--- config.mk ---
export PLATFORM = sky130hd
export DESIGN_NAME = bve_cell
export DESIGN_NICKNAME = d
export VERILOG_FILES = /design/src/hw/rtl/bve_pkg.sv /design/src/hw/rtl/bve_cell.sv
export SDC_FILE = /design/constraint.sdc
export NUM_CORES = 1
export LEC_CHECK = 0
export BUFFER_PORTS_ARGS = -buffer_cell sky130_fd_sc_hd__buf_2
export CORE_AREA = 2 2 136 138
export DETAILED_ROUTE_END_ITERATION = 8
export DIE_AREA = 0 0 138 140
export PLACE_DENSITY = 0.64
export SYNTH_ARGS = -nofsm -noshare
export SYNTH_HDL_FRONTEND = slang
export SYNTH_SLANG_ARGS = --single-unit
--- constraint.sdc ---
create_clock -name clk -period 1.8 [get_ports clk]
set_clock_uncertainty 0.2 [all_clocks]
set_input_delay 0.09 -clock clk [delete_from_list [all_inputs] [get_ports clk]]
set_output_delay 0.09 -clock clk [all_outputs]
set_load 0.01 [all_outputs]
--- src/hw/rtl/bve_pkg.sv ---
// ----------------------------------------------------------------------------
// bve_pkg
// Operation and status codes plus the per-cell control group of the vector
// engine.
// ----------------------------------------------------------------------------
package bve_pkg;

    typedef enum logic [2:0] {
        FN_PUSH   = 3'd0,
        FN_POP    = 3'd1,
        FN_GET    = 3'd2,
        FN_SET    = 3'd3,
        FN_INSERT = 3'd4,
        FN_RESIZE = 3'd5
    } func_t;

    typedef enum logic [1:0] {
        ST_OK     = 2'd0,
        ST_LIMIT  = 2'd1,
        ST_BADPOS = 2'd2
    } status_t;

    // broadcast to every cell in the accepting cycle
    typedef struct packed {
        logic wr;   // write the word into the target cell
        logic ins;  // write the target cell, cells above it take their lower neighbor
    } cell_ctl_t;

endpackage

--- src/hw/rtl/bve_cell.sv ---
// ----------------------------------------------------------------------------
// bve_cell
// One entry of the vector. Holds a word, takes its lower neighbor's word on
// insert, and forwards the read sweep one stage per cycle.
// ----------------------------------------------------------------------------
module bve_cell #(
    parameter int INDEX     = 0,
    parameter int IDX_BITS  = 6,
    parameter int CNT_BITS  = 7,
    parameter int WORD_BITS = 64
) (
    input  logic                    clk,
    input  logic                    rst_n,
    input  bve_pkg::cell_ctl_t      ctl,
    input  logic [IDX_BITS-1:0]     wr_tgt,
    input  logic [CNT_BITS-1:0]     cnt,
    input  logic [WORD_BITS-1:0]    wr_word,
    input  logic [WORD_BITS-1:0]    left_word,
    input  logic [IDX_BITS-1:0]     rd_tgt,
    input  logic                    rd_in_valid,
    input  logic [WORD_BITS-1:0]    rd_in_word,
    output logic [WORD_BITS-1:0]    word,
    output logic                    rd_out_valid,
    output logic [WORD_BITS-1:0]    rd_out_word
);
    import bve_pkg::*;

    localparam logic [IDX_BITS-1:0] IDX_I = IDX_BITS'(INDEX);
    localparam logic [CNT_BITS-1:0] IDX_C = CNT_BITS'(INDEX);

    logic [WORD_BITS-1:0] word_reg, word_next;
    logic                 rdv_reg;
    logic [WORD_BITS-1:0] rdw_reg, rdw_next;
    logic                 is_tgt;
    logic                 above;

    assign is_tgt = (wr_tgt == IDX_I);
    // strictly above the insert point and at or below the old count
    assign above  = (IDX_I > wr_tgt) && (IDX_C <= cnt);

    always_comb
    begin
        word_next = word_reg;
        if ((ctl.wr || ctl.ins) && is_tgt)
        begin
            word_next = wr_word;
        end
        else if (ctl.ins && above)
        begin
            word_next = left_word;
        end
        rdw_next = (rd_in_valid && (rd_tgt == IDX_I)) ? word_reg : rd_in_word;
    end

    always_ff @(posedge clk or negedge rst_n)
    begin
        if (!rst_n)
        begin
            word_reg <= '0;
            rdv_reg  <= 1'b0;
        end
        else
        begin
            word_reg <= word_next;
            rdv_reg  <= rd_in_valid;
        end
    end

    always_ff @(posedge clk)
    begin
        rdw_reg <= rdw_next;
    end

    assign word         = word_reg;
    assign rd_out_valid = rdv_reg;
    assign rd_out_word  = rdw_reg;

endmodule
**Word level (Yosys, flattened, before mapping)**

Cells that the tools add are included.

- Bits in registers: 129
- Bits of input ports: 216
- Output and inout bits: 129

- Order comparisons: 2
- Mux-type cells: 3
- Reduce and logical (&&, ||, !) cells: 8

Operators by type and width:

| cell | number |
|---|---|
| $mux 64 | 3 |
| $logic_not 6->1 | 2 |
| $le 1x7->1 const A | 1 |
| $gt 1x6->1 const A | 1 |
| $logic_and 1x1->1 | 4 |
| $reduce_bool 2->1 | 1 |
| $logic_or 1x1->1 | 1 |

**Longest topological paths before layout**

- Depth after elaboration: 5
- Depth in mapped cells: 4
- Gate-level depth less buffers: 3

**Least setup slack after synthesis**

No wires, ideal clock.

- Path kind: input to register
- Start: input wr_tgt[2]
- End: register word_reg[10] (netlist: word[10])
- Setup time: 0.125 ns
- Arrival time: 1.056 ns
- Data required time: 1.475 ns
- Path slack: 0.419 ns
- Stages: 4
- Path buffers: 1
- Path through: nor4_4 -> o211ai_4 -> buf_6 -> mux2_4

- Longest elaborated chain between the ends: 4
- Elaborated cells between the ends (all ways): 7

RTL lines:

| item | line | source |
|---|---|---|
| start, declared | bve_cell.sv:15 | `input logic [IDX_BITS-1:0] wr_tgt,` |
| $gt 1x6->1 | bve_cell.sv:39 | `assign above = (IDX_I > wr_tgt) && (IDX_C <= cnt);` |
| $logic_and 1x1->1 | bve_cell.sv:39 |  |
| $logic_and 1x1->1 | bve_cell.sv:48 | `else if (ctl.ins && above)` |
| $reduce_bool 2->1 (no line) | - |  |
| end signal, assigned | bve_cell.sv:64 | `word_reg <= word_next;` |
| end, declared | bve_cell.sv:31 | `logic [WORD_BITS-1:0] word_reg, word_next;` |

Parallel ways exist; a longest one is shown, timed or not.
A chain may end at the register's enable or synchronous reset.

**Final worst setup path**

- Start: input rd_in_valid
- End: register rdw_reg[19] (netlist: rd_out_word[19])

- Longest elaborated chain between the ends: 2

RTL lines:

| item | line | source |
|---|---|---|
| start, declared | bve_cell.sv:20 | `input logic rd_in_valid,` |
| $logic_and 1x1->1 | bve_cell.sv:52 | `rdw_next = (rd_in_valid && (rd_tgt == IDX_I)) ? word_reg : rd_in_word;` |
| $mux 64 | bve_cell.sv:52 |  |
| named net rdw_next[19] | bve_cell.sv:33 | `logic [WORD_BITS-1:0] rdw_reg, rdw_next;` |
| end signal, assigned | bve_cell.sv:71 | `rdw_reg <= rdw_next;` |
| end, declared | bve_cell.sv:33 |  |

The timed path passes the listed nets, and every way through them passes these cells.

==> reports/qor.yml <==
status: "completed"
ys.flop_type: "dfrtp_1"
synth-xor-area-share: 0
drcViolationCount: 0
path_cells: "dlygate4sd3_1, buf_2, nor4b_4, nand2_4, buf_12, mux2_2"
synthArstFlopShare: 0.504
yosysTopAreaCell: "dfrtp_1"
p_leak_uw: 0.00429
die_h_um: 140
diodes: 0
cts_buffers: 17
ys_ff_latch: 129
synthCells: 275
p_per_area_nw_per_um2: 990
yosysSeqAreaShare: 0.606
synthAdderAreaFrac: 0
combPwrFrac: 0.174
setup_ws_ps: 148
fmax_mhz: 605
grtUsageTotal: 0.149
synth-compound-area-share: 0.00444
vias_per_cell: 4.19
dp_hpwl_mm: 9.09
grt_pass1_vias: 4403
synth_fp_nets: 491
start_util: 0.270
rsz0062_at_grt: "false"
synthSimpleGateAreaFrac: 0.0136
cts_tree: "yes"
period_minus_slack_ps: 1650
io_pins: 345
grt_max_degree: 65
clkPwrFrac: 0.405
area_delta_synth_final_pct: 72.7
synth-warning-count: 0
slew_viol_final: 0
die_w_um: 138
hold_viol_final: 0
finalSetupViolCount: 0
crit_required_ps: 1880
row_count: 49
synth_edf_count: 0
switchingPower_uw: 1990
pre_cts_ws_ps: 200
syn_area_um2: 4800
yosys-mux-area-fraction: 0.348
crit_type: "in2reg"
grt_pass1_wl_mm: 22.8
synth_cell_type_count: 11
final.setup.tns_ps: 0
synth.avg_cell_area_um2: 17.4
first_iter_violations: 76
crit_fanout: 64
cp.arrival_ps: 1730
synth_top_area_frac: 0.339
ctsRootBufferMaster: "clkbuf_16"
multi_input_area_um2: 1750
grt.overflow.total: 0
place.gp.congestion: 0.878
numPortBuffers: 273
layout.nets: 906
p_sw_frac: 0.242
slew_headroom: 0.709
drive_gt1_frac: 0.623
routed_wl_mm: 14.4
period_share: 0.918
synth_top_family_by_area: "multiplexers"
cpPeakStageDelay_ps: 540
tightestPinTransition_ps: 437
n_fill_cell: 1581
wl_per_cell_um: 15.4
maxCapViolCount: 0
cp_slowest_cell: "dlygate4sd3_1"
vias: 3907
ys_top_cells_by_area: "dfrtp_1, dfxtp_1, mux2_4"
clk_latency_ps: 400
intPower_uw: 6210
utilization: 0.466
end_kind: "flop"
htreeDepth: 4
synthMostInstantiatedCell: "mux2_2"
fp.coreArea_um2: 17800
path_clk_slew_ps: 50
hp-class: "in2reg"
ant_nets: 0
first_pass_iters: 4
synth_commonest_cells: "mux2_2, dfrtp_1, dfxtp_1, mux2_4, buf_6"
seqPwrFrac: 0.420
antenna_found_initial: 0
final-seq-area_um2: 2910
cts.sinks: 129
die-area_um2: 19300
worstSetupStartpointType: "input pin"
ir_drop_mv: 0.582
cts_buffer_depth: 2
repair_timing:
action                                 in CTS  in global routing
setup buffers                               0                  0
endpoints found under the hold margin     194                  0
hold buffers                              131                  0
gates resized for setup                     0                  0
through the flow:
step	cell area, um2	hold WS (ps)	cells	total power (uW)
after floorplan	4800	-406	275	4060
after global placement	6400	-135	769	4670
after detailed placement	6400	-135	769	4700
after CTS	8280	145	932	8320
after global routing	8280	171	932	8600
final	8280	163	932	8200
cells by family (layout without fill, tap and decap cells):
kind of cell	Yosys count	after routing
simple gates	5	5
flops	129	129
mux	128	128
compound gates	1	1
buf+inv	12	440
worst max-delay path: cells and delay by family:
family,cells,cell delay (ps)
buffers and inverters,3,1010
AND/OR/NAND/NOR,2,200
multiplexers,1,400
cell usage in the layout (no fill, tap or decap), drive strengths merged:
cell type    count
buf            277
bufinv           2
clkbuf          22
clkinv           5
clkinvlp         3
dfrtp           65
dfxtp           64
dlygate4sd3    131
mux2           128
nand2            1
nor2             1
nor3             1
nor4             1
nor4b            1
o211ai           1
power groups by stage:
stage                     combinational, uW  sequential, uW  clock, uW
after global routing                   1530            3490       3580
after CTS                              1430            3450       3440
after detailed placement               1210            3490          0
after global placement                 1190            3480          0
final                                  1430            3450       3320
after floorplan                         440            3620          0
layer usage:
metal / share of wire / up-vias / global-route usage / routed length (um)
met5: 0 / - / 0 / 0
met3: 0.068 / 14 / 0.0472 / 971
met4: 0.014 / 0 / 0.0516 / 203
li1: - / 1809 / - / -
met2: 0.51 / 204 / 0.270 / 7390
met1: 0.40 / 1880 / 0.165 / 5800
final timing paths:
path | from | end | slack (ps) | depth (start not counted)
max | rd_in_valid | rd_out_word[19] | 150 | 6
min | ctl[1] | word[45] | 160 | 4
max reg2reg | word[25] | word[25] | 790 | 1
min reg2reg | word[2] | rd_out_word[2] | 330 | 1
max in group asynchronous | rst_n | word[1] | 310 | 4
min in group asynchronous | rst_n | word[44] | 550 | 3
area by class of cell:
| class | count | share of cell area |
|---|---|---|
| repair buffers | 408 | 0.333 |
| multi-input cells | 134 | 0.212 |
| clock inverters | 10 | 0.0134 |
| clock buffers | 22 | 0.0560 |
| flip-flops and latches | 129 | 0.351 |
| well taps | 229 | 0.0346 |
Power figures use the tool's default switching activity.
